`src/rtl/unsigned_to_ascii_radix_top_macros.svh`:
```
// Assertion macros shared by the RTL of the radix-to-ASCII converter.
`ifndef UNSIGNED_TO_ASCII_RADIX_TOP_MACROS_SVH
`define UNSIGNED_TO_ASCII_RADIX_TOP_MACROS_SVH

// Clocked check, masked while reset is asserted.
`define U2A_ASSERT(label, prop, msg) \
  label: assert property (@(posedge clk_i) disable iff (!rst_ni) prop) else $error(msg);

// Clocked check that also holds through reset.
`define U2A_ASSERT_ALWAYS(label, prop, msg) \
  label: assert property (@(posedge clk_i) prop) else $error(msg);

`endif

```
`src/rtl/u2a_dabble.sv`:
```
// One double-dabble step: add-3 correction per BCD digit, then shift in a bit.
module u2a_dabble #(
  parameter int DIGITS = 10
) (
  input  logic [DIGITS*4-1:0] bcd_i,
  input  logic                bit_i,
  output logic [DIGITS*4-1:0] bcd_o
);

  logic [DIGITS*4-1:0] adj;

  always_comb begin
    for (int i = 0; i < DIGITS; i++) begin
      if (bcd_i[i*4 +: 4] >= 4'd5) begin
        adj[i*4 +: 4] = bcd_i[i*4 +: 4] + 4'd3;
      end else begin
        adj[i*4 +: 4] = bcd_i[i*4 +: 4];
      end
    end
  end

  assign bcd_o = {adj[DIGITS*4-2:0], bit_i};

endmodule

```
`config.mk`:
```
export PLATFORM = sky130hd
export DESIGN_NAME = u2a_dabble
export DESIGN_NICKNAME = d
export VERILOG_FILES = /design/src/rtl/unsigned_to_ascii_radix_top_macros.svh /design/src/rtl/u2a_dabble.sv
export SDC_FILE = /design/constraint.sdc
export NUM_CORES = 1
export LEC_CHECK = 0
export ABC_AREA = 1
export ABC_CLOCK_PERIOD_IN_PS = 1300
export BUFFER_PORTS_ARGS = -buffer_cell sky130_fd_sc_hd__buf_2
export CAP_MARGIN = 20
export CORE_AREA = 2 2 72 47
export DETAILED_ROUTE_END_ITERATION = 12
export DIE_AREA = 0 0 74 49
export PLACE_DENSITY = 0.83
export SLEW_MARGIN = 20
export SYNTH_ARGS = -nofsm -noshare
export SYNTH_HDL_FRONTEND = slang
export SYNTH_SLANG_ARGS = --single-unit
```
`constraint.sdc`:
```
create_clock -name vclk -period 1.3
set_input_delay 0.26 -clock vclk [all_inputs]
set_output_delay 0.26 -clock vclk [all_outputs]
set_load 0.01 [all_outputs]
```
==> impl_metrics.tcl, run 1 <==
set metrics [dict create \
    p_leak_nw 1.317 \
    min_period_ns 1.381 \
    cp.required_ns 1.04 \
    holdBufCountCts 0 \
    portBuffers 79 \
    grt_antenna_before_repair 0 \
    dp_slack_ns -0.1690 \
    gr-total-overflow 0 \
    hold_start "bit_i" \
    cp-startpoint "bcd_i[0]" \
    tightest_slew_ns 0.2049 \
    area_growth_pct 124.9 \
    drtIter0Drc 42 \
    wl_per_cell_um 13.25 \
    fillers 174 \
    syn-cell-area_um2 1141 \
    finalHoldViolCount 0 \
    core_um2 3023 \
    regArea_um2 0 \
    place_congestion 0.7613 \
    firstDrtPassIters 4 \
    std_cell_rows 16 \
    drt_wl_total_um 4997 \
    worstSetupPathType "in -> out" \
    die_w_um 74 \
    max_freq_mhz 724.1 \
    dp.cells 357 \
    clock_buffer_count 0 \
    ys_seq_area_share_pct 0 \
    maxCapViolations 0 \
    final_area_um2 2566 \
    synth.net_count 273 \
    ant_nets 0 \
    ys_warn_count 0 \
    drv_slew 0 \
    cp_max_fo 4 \
    seq_cells 0 \
    rsz0062_at_grt "yes" \
    layoutNonFillerInstCount 377 \
    hold_class "in -> out" \
    failed_checks "negative setup slack" \
    initial_core_util_pct 37.75 \
    dieArea_um2 3626 \
    vias_per_cell 4.915 \
    setup-violations-final 20 \
    grt_pass1_vias 1693 \
    avgSynthCellArea_um2 5.383 \
    grt_max_degree 6 \
    worstSetupStartpointType "primary input" \
    arrival_ns 1.12 \
    period_share_pct 106.2 \
    ios 81 \
    drive_above_1_share_pct 65.96 \
    cp-end-kind "output port" \
    irDropWorstVdd_uv 219.7 \
    grt_first_pass_wirelength_um 6900 \
    ys_types 15 \
    antenna_cells 0 \
    status "finished with violations" \
    dp_hpwl_um 2706 \
    setup_tns_ns -0.6448 \
    drc 0 \
    maxSlewHeadroom_pct 86.20 \
    grt_usage_pct 22.98 \
    via_count 1853 \
    powerDensity_nw_per_um2 375.1 \
    layout_setup_ws_ns -0.08100 \
    synthCells 212 \
    place_area_um2 1750 \
    power_w 0.0009625 \
    die_h_um 49 \
    nets 395 \
]
==> layout make-up <==
| cell class | instances | area (um2) | share of cell area (%) |
|---|---|---|---|
| inverters | 48 | 282.8 | 11.02 |
| well taps | 45 | 56.30 | 2.194 |
| multi-input cells | 163 | 1324 | 51.58 |
| repair buffers | 121 | 903.4 | 35.20 |
==> repair_timing <==
item	CTS	global route
hold endpoints to repair	0	0
pin swaps	38	44
resized for setup	119	74
endpoints found under the setup margin	31	32
buffers inserted	16	4
==> cell usage in the layout, fill, tap and decap left out, types with 2 or more instances in the layout <==
master / count
buf_2: 58
o21ai_4: 7
buf_6: 16
ha_4: 14
nor2_1: 6
inv_8: 2
nand2_4: 4
inv_2: 2
o21ai_0: 18
nand2_1: 41
a21oi_1: 6
inv_1: 18
a21oi_2: 9
buf_8: 9
inv_6: 5
nor2_4: 4
buf_4: 37
o21ai_2: 4
nand3_1: 16
inv_4: 20
o21ai_1: 5
ha_2: 5
nand2_2: 19
==> per-layer routing <==
| metal | wire (um) | GRT usage (%) | part of all wire (%) |
|---|---|---|---|
| met1 | 1943 | 24.94 | 39 |
| met2 | 2696 | 46.73 | 54 |
| met3 | 232 | 1.240 | 4.6 |
| met4 | 125 | 6.061 | 2.5 |
| met5 | 0 | 0 | 0 |
==> critical path, cell delays in order <==
cell,delay (ns)
buf_12,0.12
clkinv_8,0.04
ha_4,0.13
inv_4,0.04
o21ai_4,0.17
nand2_2,0.09
nand2_2,0.08
nand2_1,0.05
buf_2,0.13
==> power breakdown <==
| part | internal (W) | switching (W) |
|---|---|---|
| logic | 0.000461 | 0.000501 |
| registers | 0 | 0 |
| clock network | 0 | 0 |
==> worst paths after layout <==
path,endpoint,slack (ns),depth (start not counted)
min,bcd_o[0],0.52,0
max,bcd_o[1],-0.08,9
==> cell usage after synthesis, drive strengths merged <==
cell type,n,area share [%]
nand2,64,21
inv,48,16
o21ai,34,18
ha,20,22
nand3,17,7.5
a21oi,16,7.7
nor2,10,5.9
buf,1,0.66
nand4,1,0.55
o21a,1,0.66
==> cell families (layout without fill, tap and decap cells) <==
| kind of cell | count (synthesis) | in the layout | share of synthesized area, % |
|---|---|---|---|
| buffers and inverters | 49 | 169 | 16.45 |
| and+or+nand+nor | 92 | 92 | 35.42 |
| AOI/OAI and AO/OA | 51 | 51 | 26.21 |
| adders and majority gates | 20 | 20 | 21.93 |
==> metrics by stage <==
step           util (%)  hold slack [ns]
2_1_floorplan         -           0.5975
3_3_place_gp      57.91           0.5201
3_5_place_dp      57.91           0.5201
4_1_cts           75.41           0.5201
5_1_grt           84.89           0.5200
6_report          84.89           0.5200
(Power assumes the default switching activity.)
==> run 2: changes to the inputs <==
--- a/config.mk
+++ b/config.mk
@@ -7,7 +7,7 @@
 export LEC_CHECK = 0
 export ABC_AREA = 1
 export ABC_CLOCK_PERIOD_IN_PS = 1300
-export BUFFER_PORTS_ARGS = -buffer_cell sky130_fd_sc_hd__buf_2
+export BUFFER_PORTS_ARGS = -buffer_cell sky130_fd_sc_hd__buf_4
 export CAP_MARGIN = 20
 export CORE_AREA = 2 2 72 47
 export DETAILED_ROUTE_END_ITERATION = 12
==> run 2 against run 1 <==
Net effect:
- the flow still finishes with violations (negative setup slack)
- first-iteration DRC count increased to 4.0 times the previous value
- hold slack unchanged
- final area up 14%
- die area unchanged
- power increased by 29%
- worst setup slack got worse by 0.19 ns
- largest cell class unchanged
- highest routed layer unchanged
==> impl_metrics.tcl, run 2 (synthesis results as in run 1) <==
set metrics [dict create \
    status "finished with violations" \
    failed_checks "negative setup slack" \
    worstSetupStartpointType "primary input" \
    maxSlewHeadroom_pct 64.70 \
    arrival_ns 1.31 \
    firstDrtPassIters 5 \
    vias_per_cell 5.981 \
    antenna_cells 0 \
    cp.required_ns 1.04 \
    max_stage_delay_ns 0.44 \
    max_freq_mhz 638.4 \
    area_growth_pct 156.2 \
    die_w_um 74 \
    drc 0 \
    drtIter0Drc 169 \
    gr-total-overflow 0 \
    period_share_pct 120.5 \
    dp_slack_ns -0.1752 \
    cp_common_cell "buf_4" \
    finalHoldViolCount 0 \
    irDropWorstVdd_uv 289.8 \
    std_cell_rows 16 \
    crit_buf_inv 3 \
    dp.cells 363 \
    place_congestion 0.7863 \
    layout_setup_ws_ns -0.2664 \
    rsz0062_at_grt "yes" \
    crit_family "compound AO/OA/AOI/OAI gates" \
    grt_antenna_before_repair 0 \
    die_h_um 49 \
    grt_usage_pct 23.48 \
    dieArea_um2 3626 \
    layout.cells.most_common "buf_4" \
    regArea_um2 0 \
    ant_nets 0 \
    cp_max_fo 3 \
    drt_wl_total_um 8130 \
    layoutNonFillerInstCount 376 \
    grt_pass1_vias 1648 \
    drv_slew 0 \
    min_period_ns 1.566 \
    hold_class "in -> out" \
    fillers 55 \
    tightest_slew_ns 0.5240 \
    path_cells "buf_8 > buf_4 > o21ai_0 > nand2_1 > o21ai_1 > buf_4" \
    final_cell_mix "buf_4 (80), nand2_1 (35), nand2_2 (24)" \
    dp_hpwl_um 2910 \
    grt_max_degree 6 \
    setup_tns_ns -2.706 \
    powerDensity_nw_per_um2 424.6 \
    clock_buffer_count 0 \
    ios 81 \
    core_um2 3023 \
    crit_slowest_cell "o21ai_0" \
    setup-violations-final 33 \
    wl_per_cell_um 21.62 \
    cp-end-kind "output port" \
    initial_core_util_pct 37.75 \
    worstSetupPathType "in -> out" \
    p_leak_nw 1.413 \
    drive_above_1_share_pct 69.79 \
    grt_first_pass_wirelength_um 7072 \
    holdBufCountCts 0 \
    portBuffers 79 \
    maxCapViolations 0 \
    via_count 2249 \
    nets 394 \
    seq_cells 0 \
]
## run 2: cell types whose count changed in the layout (fill, tap and decap cells not counted), sizes merged
cell,change
clkinv,+4
inv,-4
buf,-1
## run 2: stage by stage
stage | hold slack [ns] | util [%] | total power, W | instance area, um2
after floorplan | 0.5975 | - | 0.0003367 | 1141
after global placement | 0.5201 | 65.94 | 0.0007329 | 1993
after detailed placement | 0.5201 | 65.94 | 0.0007498 | 1993
after CTS | 0.5201 | 81.04 | 0.0009258 | 2450
after global routing | 0.5200 | 96.73 | 0.001299 | 2924
final | 0.5200 | 96.73 | 0.001242 | 2924
## run 2: cell type report
type                            instances  area (um2)  share of cell area, %
Multi-Input combinational cell        163        1403                  47.97
Timing Repair Buffer                  120        1140                  38.98
Inverter                               48       325.3                  11.13
Tap cell                               45       56.30                  1.926
## run 2: metal layers
layer	GRT usage (%)	share of wire, %
met3	0.4132	9.7
met2	48.81	49
met4	1.515	9.4
met5	0	0
met1	27.04	32
## run 2: power breakdown
part           internal [W]  total (W)  switching (W)
logic              0.000604    0.00124       0.000637
clock network             0          0              0
registers                 0          0              0
## run 2: worst paths after layout
check | startpoint | end | slack (ns) | depth (start not counted)
worst max-delay path | bcd_i[32] | bcd_o[36] | -0.27 | 6
worst min-delay path | bit_i | bcd_o[0] | 0.52 | 0
## run 2: repair_timing
item,CTS,global route
endpoints found under the hold margin,0,0
endpoints found under the setup margin,37,36
cloned,0,0
resized for setup,128,120
buffers inserted,7,6
pin swaps,40,50
